--- src/design/sfr_pkg.sv ---
package sfr_pkg;

    // Field widths of the item channels
    localparam int OPCODE_W = 3;
    localparam int NID_W    = 12;
    localparam int CROSS_W  = 11;
    localparam int NODE_W   = 3;
    localparam int TARGET_W = 17;
    localparam int SLOT_W   = 12;
    localparam int MID_W    = 16;
    localparam int COUNT_W  = 4;

    // Magnitude bits of a non-negative cross index
    localparam int CI_W = CROSS_W - 1;

    // Per-node fill count and its ceiling
    localparam int FILL_W = 13;
    localparam logic [FILL_W-1:0] FILL_MAX = '1;

    // Hard limit on nodes scanned per fired neuron
    localparam int SCAN_MAX = 8;

    // Opcodes
    localparam logic [OPCODE_W-1:0] OP_LOAD_NEURON = 3'd0;
    localparam logic [OPCODE_W-1:0] OP_LOAD_CROSS  = 3'd1;
    localparam logic [OPCODE_W-1:0] OP_SET_BASE    = 3'd2;
    localparam logic [OPCODE_W-1:0] OP_CLEAR_FILL  = 3'd3;
    localparam logic [OPCODE_W-1:0] OP_FIRE        = 3'd4;

    // Controller to datapath
    typedef struct packed {
        logic              nt_we;     // write neuron table
        logic              mt_we;     // write node map table
        logic              base_we;   // write node base
        logic              fill_clr;  // zero all fill counts
        logic              nt_re;     // read neuron table at fired id
        logic              ci_ld;     // capture cross index
        logic              mt_re;     // read node map entry
        logic [NODE_W-1:0] mt_node;   // node of that read
        logic              eval;      // evaluate map entry in read register
        logic [NODE_W-1:0] eval_node; // node of that entry
        logic              flush;     // push pending result out as last
    } t_cmd;

    // Datapath to controller
    typedef struct packed {
        logic nid_ok;    // fired id within neuron table
        logic ci_ok;     // stored cross index within range
        logic mid_ok;    // map entry holds a valid id
        logic pend_vld;  // pending result held
        logic out_busy;  // output register full and not taken
    } t_sts;

endpackage

--- src/design/sfr_ctrl.sv ---
module sfr_ctrl #(
    parameter int NODES = 8
) (
    input  logic                         i_clk,
    input  logic                         i_rst_n,
    input  logic                         i_cfg_valid,
    output logic                         o_cfg_ready,
    input  logic [sfr_pkg::COUNT_W-1:0]  i_cfg_data,
    input  logic                         i_in_valid,
    output logic                         o_in_ready,
    input  logic [sfr_pkg::OPCODE_W-1:0] i_opcode,
    input  sfr_pkg::t_sts                i_sts,
    output sfr_pkg::t_cmd                o_cmd
);

    localparam int NSLOT = (NODES < sfr_pkg::SCAN_MAX) ? NODES : sfr_pkg::SCAN_MAX;

    localparam logic [1:0] ST_IDLE  = 2'd0;
    localparam logic [1:0] ST_NWAIT = 2'd1;
    localparam logic [1:0] ST_SCAN  = 2'd2;
    localparam logic [1:0] ST_FLUSH = 2'd3;

    logic [1:0]                   r_state, n_state;
    logic [sfr_pkg::COUNT_W-1:0]  r_node_count;
    logic [sfr_pkg::COUNT_W-1:0]  r_scan, n_scan;
    logic [sfr_pkg::COUNT_W-1:0]  r_issue, n_issue;
    logic                         r_ev_vld, n_ev_vld;
    logic [sfr_pkg::NODE_W-1:0]   r_ev_node, n_ev_node;
    logic                         in_fire;
    logic                         stall;
    logic                         issue;
    logic [sfr_pkg::COUNT_W-1:0]  scan_lim;

    assign o_cfg_ready = 1'b1;
    assign o_in_ready  = (r_state == ST_IDLE);
    assign in_fire     = i_in_valid && o_in_ready;

    // Clip the scan length to the node slots
    assign scan_lim = (r_node_count > sfr_pkg::COUNT_W'(NSLOT)) ?
                      sfr_pkg::COUNT_W'(NSLOT) : r_node_count;

    // Hold the scan while a new result finds both result registers full
    assign stall = r_ev_vld && i_sts.mid_ok && i_sts.pend_vld && i_sts.out_busy;
    assign issue = (r_issue < r_scan);

    // Node count register
    always_ff @(posedge i_clk) begin
        if (!i_rst_n) begin
            r_node_count <= sfr_pkg::COUNT_W'(8);
        end else if (i_cfg_valid) begin
            r_node_count <= i_cfg_data;
        end
    end

    // Next state and commands
    always_comb begin
        n_state   = r_state;
        n_scan    = r_scan;
        n_issue   = r_issue;
        n_ev_vld  = r_ev_vld;
        n_ev_node = r_ev_node;
        o_cmd     = '0;
        o_cmd.mt_node   = r_issue[sfr_pkg::NODE_W-1:0];
        o_cmd.eval_node = r_ev_node;
        case (r_state)
            ST_IDLE: begin
                if (in_fire) begin
                    case (i_opcode)
                        sfr_pkg::OP_LOAD_NEURON: o_cmd.nt_we    = 1'b1;
                        sfr_pkg::OP_LOAD_CROSS:  o_cmd.mt_we    = 1'b1;
                        sfr_pkg::OP_SET_BASE:    o_cmd.base_we  = 1'b1;
                        sfr_pkg::OP_CLEAR_FILL:  o_cmd.fill_clr = 1'b1;
                        sfr_pkg::OP_FIRE: begin
                            o_cmd.nt_re = 1'b1;
                            if (i_sts.nid_ok) begin
                                n_state = ST_NWAIT;
                            end
                        end
                        default: ;
                    endcase
                end
            end
            ST_NWAIT: begin
                o_cmd.ci_ld = 1'b1;
                n_scan      = scan_lim;
                n_issue     = '0;
                n_ev_vld    = 1'b0;
                if (i_sts.ci_ok && (scan_lim != '0)) begin
                    n_state = ST_SCAN;
                end else begin
                    n_state = ST_IDLE;
                end
            end
            ST_SCAN: begin
                if (!stall) begin
                    o_cmd.mt_re = issue;
                    o_cmd.eval  = r_ev_vld;
                    n_ev_vld    = issue;
                    n_ev_node   = r_issue[sfr_pkg::NODE_W-1:0];
                    if (issue) begin
                        n_issue = r_issue + 1'b1;
                    end else begin
                        n_state = ST_FLUSH;
                    end
                end
            end
            ST_FLUSH: begin
                o_cmd.flush = 1'b1;
                if (!i_sts.pend_vld || !i_sts.out_busy) begin
                    n_state = ST_IDLE;
                end
            end
            default: n_state = ST_IDLE;
        endcase
    end

    // State registers
    always_ff @(posedge i_clk) begin
        if (!i_rst_n) begin
            r_state   <= ST_IDLE;
            r_scan    <= '0;
            r_issue   <= '0;
            r_ev_vld  <= 1'b0;
            r_ev_node <= '0;
        end else begin
            r_state   <= n_state;
            r_scan    <= n_scan;
            r_issue   <= n_issue;
            r_ev_vld  <= n_ev_vld;
            r_ev_node <= n_ev_node;
        end
    end

`ifndef NO_ASSERTIONS
    a_issue_bound: assert property (@(posedge i_clk) disable iff (!i_rst_n)
        (r_state == ST_SCAN) |-> (r_issue <= r_scan))
        else $error("issue counter ran past scan length");

    a_stall_holds: assert property (@(posedge i_clk) disable iff (!i_rst_n)
        ((r_state == ST_SCAN) && stall) |=> ($stable(r_issue) && $stable(r_ev_node)))
        else $error("scan advanced during a stall");

    a_flush_done: assert property (@(posedge i_clk) disable iff (!i_rst_n)
        ((r_state == ST_FLUSH) && !i_sts.pend_vld) |=> (r_state == ST_IDLE))
        else $error("flush did not return to idle");
`endif

endmodule

--- config.mk ---
export PLATFORM = sky130hd
export DESIGN_NAME = sfr_ctrl
export DESIGN_NICKNAME = d
export VERILOG_FILES = /design/src/design/sfr_pkg.sv /design/src/design/sfr_ctrl.sv
export SDC_FILE = /design/constraint.sdc
export NUM_CORES = 1
export LEC_CHECK = 0
export ABC_CLOCK_PERIOD_IN_PS = 2050
export BUFFER_PORTS_ARGS = -buffer_cell sky130_fd_sc_hd__buf_2
export CORE_UTILIZATION = 48
export DETAILED_ROUTE_END_ITERATION = 16
export PLACE_DENSITY = 0.78
export SLEW_MARGIN = 20
export SYNTH_ARGS = -nofsm -noshare
export SYNTH_HDL_FRONTEND = slang
export SYNTH_SLANG_ARGS = --single-unit
--- constraint.sdc ---
create_clock -name i_clk -period 2.05 [get_ports i_clk]
set_clock_uncertainty 0.1 [all_clocks]
set_input_delay 0.205 -clock i_clk [delete_from_list [all_inputs] [get_ports i_clk]]
set_output_delay 0.205 -clock i_clk [all_outputs]
set_load 0.1 [all_outputs]
# --- After elaboration in Yosys (flattened, before gate mapping) ---
# Cells that the tools add are included.
totals:
  reg_bits: 18
  output_inout_bits: 17
  input_bits: 16
classes:
  magnitude_cmp: 2
  addsub: 1
  eq_ne: 14
  mux: 27
  reduce_logical: 16
  bitwise_logic: 1
op_table:
  columns: ["operator", "count"]
  rows:
  - ["2-to-1 mux 2 bit", 7]
  - ["2-to-1 mux 1 bit", 12]
  - ["2-to-1 mux 4 bit", 3]
  - ["2-to-1 mux 5 bit", 2]
  - ["inequality test 2 bit, second input constant", 4]
  - ["case mux 2 bit (4 select lines)", 1]
  - ["case mux 4 bit (2 select lines)", 1]
  - ["== test 3 x 2 -> 1 bit, second input constant", 2]
  - ["inequality test 2 x 1 -> 1 bit, second input constant", 3]
  - ["AND reduction 6 bit", 1]
  - ["logical AND 1 bit", 5]
  - ["adder 4 x 1 -> 4 bit, second input constant", 1]
  - ["== test 2 bit, second input constant", 2]
  - ["greater-than comparator 4 bit, second input constant", 1]
  - ["less-than comparator 4 bit", 1]
  - ["AND reduction 2 bit", 2]
  - ["nonzero test 4 bit", 1]
  - ["== test 3 x 1 -> 1 bit, second input constant", 1]
  - ["== test 3 bit, second input constant", 1]
  - ["logical NOT 3 bit", 1]
  - ["AND reduction 3 bit", 1]
  - ["== test 2 x 1 -> 1 bit, second input constant", 1]
  - ["logical NOT 1 bit", 2]
  - ["logical NOT 2 bit", 1]
  - ["4 further kinds", 4]

# --- Depth between registers and ports, before layout ---
# Gate-level depths: netlist of the first run.
depth:
  word_depth: 6
  ltp_mapped: 6
  ltp_nobuf: 6

# --- Worst setup path after synthesis of the first run ---
# No wires, ideal clock.
synth_path:
  path_kind: "register -> output"
  start: "reg r_state[0]"
  end: "out o_cmd[10] (netlist name)"
  stages_incl_launch_ff: 3
  path_slack_ps: -792
  path_buffers: 1
  required_time_ps: 1745
  arrival_time_ps: 2537
  path_cell_list: "dfxtp_1 clkbuf_1 nor3_1"
synth_lines:
  columns: ["item", "line_no", "source"]
  rows:
  - ["start, declared", "sfr_ctrl.sv:23", "logic [1:0] r_state, n_state;"]
  - ["start signal, assigned", "sfr_ctrl.sv:126", "r_state <= n_state;"]
  - ["end, declared", "sfr_ctrl.sv:13", "output sfr_pkg::t_cmd o_cmd"]

==> results of run 1 <==
## metal layers
metal	vias to the layer above	GRT usage [%]
met5	-	0
li1	462	-
met1	435	30.3
met2	25	37.8
met3	6	4.62
met4	0	13.7
## sequential cells by signal (all words and copies together), names as in the netlist, named ones only
name and cells:
r_ev_node 3, r_ev_vld 1, r_issue 4, r_node_count 4, r_scan 4, r_state 1
## per-stage QoR
step,setup TNS [ps],std cells
finish,0,173
global placement,0,163
detailed placement,0,163
CTS,-8.33,170
global route,0,173
floorplan,-75.5,115
## cell usage after synthesis, drive strengths merged
cell type / count / area share [%]
dfxtp: 18 / 37
nand2: 12 / 4.6
nand3: 11 / 5.6
mux2i: 8 / 8.2
nor2b: 6 / 3.8
buf: 5 / 3.6
clkbuf: 5 / 1.9
nor2: 5 / 1.9
a21boi: 4 / 3.1
ha: 4 / 5.1
inv: 4 / 1.5
nand2b: 4 / 2.6
nor3b: 4 / 3.1
a21oi: 3 / 1.9
and3: 3 / 1.9
o21a: 3 / 2.3
and2: 2 / 1.3
nand3b: 2 / 1.5
a2111o: 1 / 1.1
a211oi: 1 / 0.77
a32oi: 1 / 0.89
and3b: 1 / 0.89
and4: 1 / 0.89
conb: 1 / 0.38
nand4: 1 / 0.64
nor3: 1 / 0.51
nor4b: 1 / 0.89
o21ai: 1 / 0.51
o311a: 1 / 1.0
or4: 1 / 0.77
## kinds of logic after synthesis
group / Yosys count / share of synthesized area (%)
buffers and inverters: 14 / 7.02
and+or+nand+nor: 55 / 30.9
other: 1 / 0.383
AOI/OAI and AO/OA: 15 / 11.6
DFF: 18 / 36.8
muxes: 8 / 8.17
adders and majority gates: 4 / 5.11
## repair_timing
item / CTS / global route
pin swaps: 2 / 2
gates cloned: 0 / 0
endpoints found under the hold margin: 0 / 0
resized for setup: 4 / 2
buffers inserted: 3 / 3
setup endpoints to repair: 4 / 1
## worst max path at each step
stage                                        from                 endpoint  slack (ps)  cells past startpoint
after floorplan           r_issue[1]$_SDFFE_PN0P_  r_issue[1]$_SDFFE_PN0P_         -40                      4
after global placement    r_issue[1]$_SDFFE_PN0P_                 o_cmd[8]         260                      4
after detailed placement  r_issue[1]$_SDFFE_PN0P_                 o_cmd[8]         210                      4
after CTS                 r_issue[1]$_SDFFE_PN0P_                 o_cmd[8]          -8                      4
after global routing                    flip-flop                 o_cmd[8]           2                      4
final                     r_issue[1]$_SDFFE_PN0P_                 o_cmd[8]          50                      4
## worst min-delay path: stages
cell	delay [ps]
buf_2	80
mux2i_1	60
nand2_1	60
## area by class of cell
type | count | area [um2]
multi-input combinational | 83 | 589
sequential | 18 | 367
fill | 144 | 477
tap | 25 | 31.3
timing repair buffer | 39 | 305
inverter | 4 | 15.0
clock buffer | 4 | 36.3
## power breakdown
group | switching, uW | internal, uW
Combinational | 83.0 | 42.4
Clock | 116 | 108
Sequential | 8.18 | 355
Total | 207 | 506
==> metrics, run 1 <==
first-pass GRT wire length ~3700 um; area grow syn2layout 37.2%; DRC Markers 0; post-layout util between 70 and 80%; wire length on met2 1200 um; final period utilization 97.4%; worst vdd ir 0.438 mV; hold path cells 3; Cell variety after synth 32; RSZ-0062 raised after global routing false; critical path required time about 1800 ps; post-DP HPWL between 1500 and 2000 um; fin nets 169; Worst path slowest cell a2111o_1; critical path capture point type output pin; Clock Pin Slew Worst Setup and Hold Paths 110 ps; Slew Limit Fails 0; final instance area 1340 um2; Pwr Density 531 nW/um2; DR top layer met4; initial antenna violation count 0; Placed Area 1240 um2; #FFs+latches synth 18; n_diodes 0; # hold bufs at CTS 0; ratio of cells with drive above 1 in the final layout 35.1%; CTS Root Cell clkbuf_4; critical path startpoint category flip-flop; Worst Path Max Fanout 2; CTS tree done; Routed met1 length 1030 um; vias 928; HP Start i_cfg_data[3]; DR iter-0 viols 19; Via density 5.36; IO buf count 31; Period minus WS final around 2000 ps; CP bufs+invs 1; FF-to-FF End r_state[0]$_SDFFE_PN0P_; worst reg2reg path depth 7; Total Routed Length 2380 um; status complete, no violations; Die Y 47.2 um; hold crit path type in -> reg; drt wl/cell 13.7 um; Hold Path End r_node_count[3]$_SDFFE_PN1P_; CP peak stage delay about 420 ps; cts bufs inserted 3; type of the worst setup path reg -> out; Pre-antenna DRT Iters 4; pre-CTS setup slack between 200 and 250 ps; Fmax achieved 501 MHz; worst r2r src r_issue[2]$_SDFFE_PN0P_; GRT Overall Usage between 20% and 30%; placer congestion estimate 0.830; Ys Warns 0; FP Rows 15; Top delay family on crit path compound AO/OA/AOI/OAI gates; final setup margin 52.3 ps; Core ar. 1820 um2; WL met3 89 um; gr ovfl total 0; crit-path cells ha_4 -> a2111o_1 -> a21oi_4 -> buf_12; largest net degree at the start of global routing 23; most common cell after layout, fill and taps aside buf_2; chip width around 47 um; leakage power 0.000576 uW; sequential fraction of the synthesis area 36.8%; Syn Nets 135; Final Power 713 uW; Synth Instances 115; later-pin clock latency in the skew report approximately 300 ps; Routed Antenna Nets 0; commonest non-fill, non-tap cells in the layout 25 x buf_2, 15 x dfxtp_1, 12 x nand2_1; die area 2230 um2; max-cap violation count 0; Critical Path AT 1690 ps; reg2reg setup slack 90 ps; Netlist Area Pre-Place roughly 1000 um2; worst hold slack between 20 and 25 ps; CTS max path bufs 2; Final Hold Fails 0; H-tree Lvls 1; number of top-level pins 33; vias in the first global route 823; Avg Synthesized Cell Area 8.52 um2; clk sinks 18; setup violators final 0; Initial Util 53.8%
Note: power is estimated with default switching activity, not from simulation.
==> run 2: changes to the inputs <==
Settings changed: HOLD_SLACK_MARGIN set to 0.05.
==> metrics, run 2 (synthesis results as in run 1) <==
max-cap violation count 0; Pre-antenna DRT Iters 4; vias 930; chip width 47.2 um; HP Start i_cfg_data[2]; Sw Ratio 29.0%; worst r2r src r_issue[2]$_SDFFE_PN0P_; first-pass GRT wire length 3660 um; H-tree Lvls 1; ratio of cells with drive above 1 in the final layout a little over a third; Initial Util 53.8%; Via density between 5 and 6; commonest non-fill, non-tap cells in the layout 25 x buf_2, 15 x dfxtp_1, 12 x nand2_1; setup violators final 0; reg2reg setup slack 90 ps; hold crit path type in -> reg; number of fill cells 143; type of the worst setup path reg -> out; pre-CTS setup slack 207 ps; largest net degree at the start of global routing 23; vias in the first global route 823; Clock power frac 31.4%; RSZ-0062 raised after global routing false; later-pin clock latency in the skew report 300 ps; hold path cells 3; leakage power 0.000580 uW; critical path capture point type output pin; Worst path slowest cell a2111o_1; Routed Antenna Nets 0; CTS Root Cell clkbuf_4; Final Hold Fails 0; final setup margin ~52 ps; Critical Path AT ~1700 ps; n_diodes 0; Setup TNS 0 ps; DR iter-0 viols 19; FF-to-FF End r_state[0]$_SDFFE_PN0P_; Fmax achieved 501 MHz; most common cell after layout, fill and taps aside buf_2; area grow syn2layout 38.2%; status complete, no violations; number of top-level pins 33; cts bufs inserted 3; Pint 507 uW; Cell Count, Final, Fillers Out 174; Pwr Density 528 nW/um2; Die Y 47.2 um; FP Rows 15; Worst Path Max Fanout 2; critical path required time 1750 ps; Inst Count DP about 160; die area 2230 um2; CP peak stage delay 420 ps; worst reg2reg path depth 7; CTS max path bufs 2; worst vdd ir ~0.44 mV; NetSw a little over 200 uW; Clock Pin Slew Worst Setup and Hold Paths 110 ps; drt wl/cell 13.7 um; Period minus WS final 2000 ps; Hold Path End r_node_count[2]$_SDFFE_PN0P_; CP bufs+invs 1; worst hold slack 77.4 ps; power share of the sequential group 50.9%; critical path startpoint category flip-flop; biggest regs r_issue x4, r_node_count x4, r_scan x4; IO buf count 31; gr ovfl total 0; post-DP HPWL 1670 um; initial antenna violation count 0; DRC Markers 0; Core ar. 1820 um2; Total Routed Length 2380 um; CTS tree done; Top delay family on crit path compound AO/OA/AOI/OAI gates; final period utilization a little over nine tenths; Final Power between 700 and 800 uW; GRT Overall Usage 23.9%; fin nets 170; Slew Limit Fails 0; combinational group share of total power 17.8%; placer congestion estimate approximately 0.83; clk sinks 18; crit-path cells ha_4 -> a2111o_1 -> a21oi_4 -> buf_12
-- run 2: power groups by stage --
stage | sequential, uW | clock [uW] | combinational, uW
global route | 365 | 243 | 135
finish | 364 | 224 | 127
CTS | 364 | 226 | 124
detailed placement | 373 | 0 | 121
global placement | 372 | 0 | 118
floorplan | 368 | 0 | 89.1
-- run 2: area by class of cell --
cell class | count | area [um2] | area share (%)
sequential | 18 | 367 | 27.1
inverter | 4 | 15.0 | 1.11
clock buffer | 4 | 36.3 | 2.68
timing repair buffer | 40 | 315 | 23.3
tap | 25 | 31.3 | 2.31
multi-input combinational | 83 | 589 | 43.5
-- run 2: metal layers --
metal	GRT usage [%]	vias up	wire length (um)
met2	37.8	25	1210
met5	0	-	0
li1	-	464	-
met3	4.62	6	89
met4	13.7	0	53
met1	30.3	435	1040
-- run 2: how the worst max path moves through the flow --
stage / depth (start not counted) / slack (ps) / from / endpoint
3_3_place_gp: 4 / 260 / r_issue[1]$_SDFFE_PN0P_ / o_cmd[8]
4_1_cts: 4 / -8 / r_issue[1]$_SDFFE_PN0P_ / o_cmd[8]
3_5_place_dp: 4 / 210 / r_issue[1]$_SDFFE_PN0P_ / o_cmd[8]
5_1_grt: 4 / 2 / flip-flop / o_cmd[8]
2_1_floorplan: 4 / -40 / r_issue[1]$_SDFFE_PN0P_ / r_issue[1]$_SDFFE_PN0P_
6_report: 4 / 50 / r_issue[1]$_SDFFE_PN0P_ / o_cmd[8]
-- run 2: worst register-to-register path, cell delays in order, from the launching register on --
cell	delay, ps
dfxtp_2	370
ha_1	290
o21ai_0	140
nand2b_1	150
buf_4	180
buf_4	120
and4_1	200
o311a_1	300
-- run 2: per-stage QoR --
stage / utilization, % / area (um2)
after detailed placement: 68.0 / 1240
final: 74.4 / 1350
after floorplan: - / 1000
after CTS: 73.0 / 1330
after global placement: 68.0 / 1240
after global routing: 74.4 / 1350
-- run 2: timing repair --
item | in CTS | in global routing
setup endpoints to repair | 4 | 1
buffers inserted | 3 | 3
endpoints found under the hold margin | 1 | 0
hold buffers | 1 | 0
resized for setup | 4 | 2
pin swaps | 2 | 2
==> run 3: changes to the inputs <==
Settings changed: CORE_MARGIN set to 3.
==> metrics, run 3 (synthesis results as in run 1) <==
clk sinks 18; Total Routed Length around 2400 um; type of the worst setup path reg -> out; vias 966; area grow syn2layout 37.5%; die area 2620 um2; Worst path slowest cell a2111o_1; H-tree Lvls 1; critical path capture point type output pin; Final Hold Fails 0; Fmax achieved between 400 and 500 MHz; Routed Antenna Nets 0; commonest non-fill, non-tap cells in the layout 26 x buf_2, 14 x dfxtp_1, 12 x nand2_1; setup violators final 0; post-DP HPWL 1650 um; initial antenna violation count 0; number of fill cells 144; Pwr Density 528 nW/um2; Worst Path Max Fanout 2; Clock Pin Slew Worst Setup and Hold Paths 100 ps; status complete, no violations; largest net degree at the start of global routing 23; Inst Count DP 163; crit-path cells inv_2 -> ha_4 -> a2111o_1 -> a21oi_4 -> buf_12; Seq. cell area 368 um2; CTS tree done; Via density about 5.5; GRT Overall Usage 19.3%; CTS max path bufs 2; Period minus WS final 2010 ps; IO buf count 31; Initial Util 53.8%; cts bufs inserted 3; Pre-antenna DRT Iters 4; number of top-level pins 33; pre-CTS setup slack 244 ps; max-cap violation count 0; hold crit path type in -> reg; fin nets 171; critical path required time 1750 ps; CTS Root Cell clkbuf_4; most common cell after layout, fill and taps aside buf_2; Multi-input gate area 589 um2; later-pin clock latency in the skew report roughly 300 ps; Slew Limit Fails 0; Cell Count, Final, Fillers Out around 180; chip width 51.2 um; final period utilization between 90 and 100%; DRC Markers 0; first-pass GRT wire length 3880 um; Critical Path AT 1710 ps; final setup margin approximately 36 ps; DR iter-0 viols 19; n_diodes 0; FP Rows 15; vias in the first global route 913; biggest regs r_issue x4, r_node_count x4, r_scan x4; ratio of cells with drive above 1 in the final layout 36.0%; critical path startpoint category flip-flop; placer congestion estimate 0.732; leakage power 0.000583 uW; drt wl/cell around 14 um; worst vdd ir approximately 0.49 mV; CP peak stage delay approximately 420 ps; Die Y a little over 50 um; gr ovfl total 0; Core ar. roughly 1800 um2
## run 3: cell count changes in the layout (fill, tap and decap cells not counted), sizes merged
cell and delta:
buf +1
## run 3: metal layers
metal	GRT usage, %	vias to the layer above	part of all wire [%]
met1	22.0	460	38
met2	36.7	34	53
li1	-	466	-
met4	2.69	0	1.5
met5	0	-	0
met3	4.66	6	6.7
## run 3: area by class of cell
class                           count  share of cell area, %
Sequential cell                    18                   27.3
Multi-Input combinational cell     83                   43.7
Timing Repair Buffer               41                   22.8
Clock buffer                        4                   2.69
Tap cell                           25                   2.32
Inverter                            4                   1.11
## run 3: power breakdown
| part | leakage [uW] | internal (uW) | total (uW) | switching (uW) |
|---|---|---|---|---|
| Combinational | 0.000414 | 43.7 | 126 | 82.2 |
| Clock | 0.0000210 | 108 | 221 | 113 |
| Sequential | 0.000148 | 355 | 364 | 8.35 |
| Total | 0.000583 | 508 | 711 | 203 |
## run 3: path summary, 6_finish.rpt
| path | start | cells past startpoint | slack, ps | endpoint |
|---|---|---|---|---|
| worst max register to register | r_scan[1]$_SDFFE_PN0P_ | 6 | 180 | r_state[0]$_SDFFE_PN0P_ |
| worst min register to register | r_ev_node[2]$_SDFFE_PN0P_ | 2 | 370 | r_ev_node[2]$_SDFFE_PN0P_ |
| worst max-delay path | r_scan[1]$_SDFFE_PN0P_ | 5 | 40 | o_cmd[8] |
| worst min-delay path | i_cfg_data[0] | 3 | 60 | r_node_count[0]$_SDFFE_PN0P_ |
## run 3: critical path, delay by kind of cell, from the launching register on
family          cells  cell delay (ps)
flops               1              350
buf+inv             2              250
compound gates      2              600
fa+ha+maj           1              200
## run 3: what timing repair did
action / 4_1_cts / 5_1_grt
hold buffers: 1 / 0
buffers inserted: 4 / 3
setup endpoints to repair: 3 / 2
pin swaps: 2 / 2
gates resized for setup: 5 / 3
endpoints found under the hold margin: 1 / 0
## run 3: through the flow
stage	TNS [ps]	hold WS, ps	area [um2]	util (%)	total power (uW)
4_1_cts	0	62.0	1320	72.6	708
6_report	0	63.7	1350	74.0	711
5_1_grt	-2.12	84.6	1350	74.0	738
3_3_place_gp	0	321	1220	67.2	490
2_1_floorplan	-75.5	234	1000	-	457
3_5_place_dp	0	334	1220	67.2	493
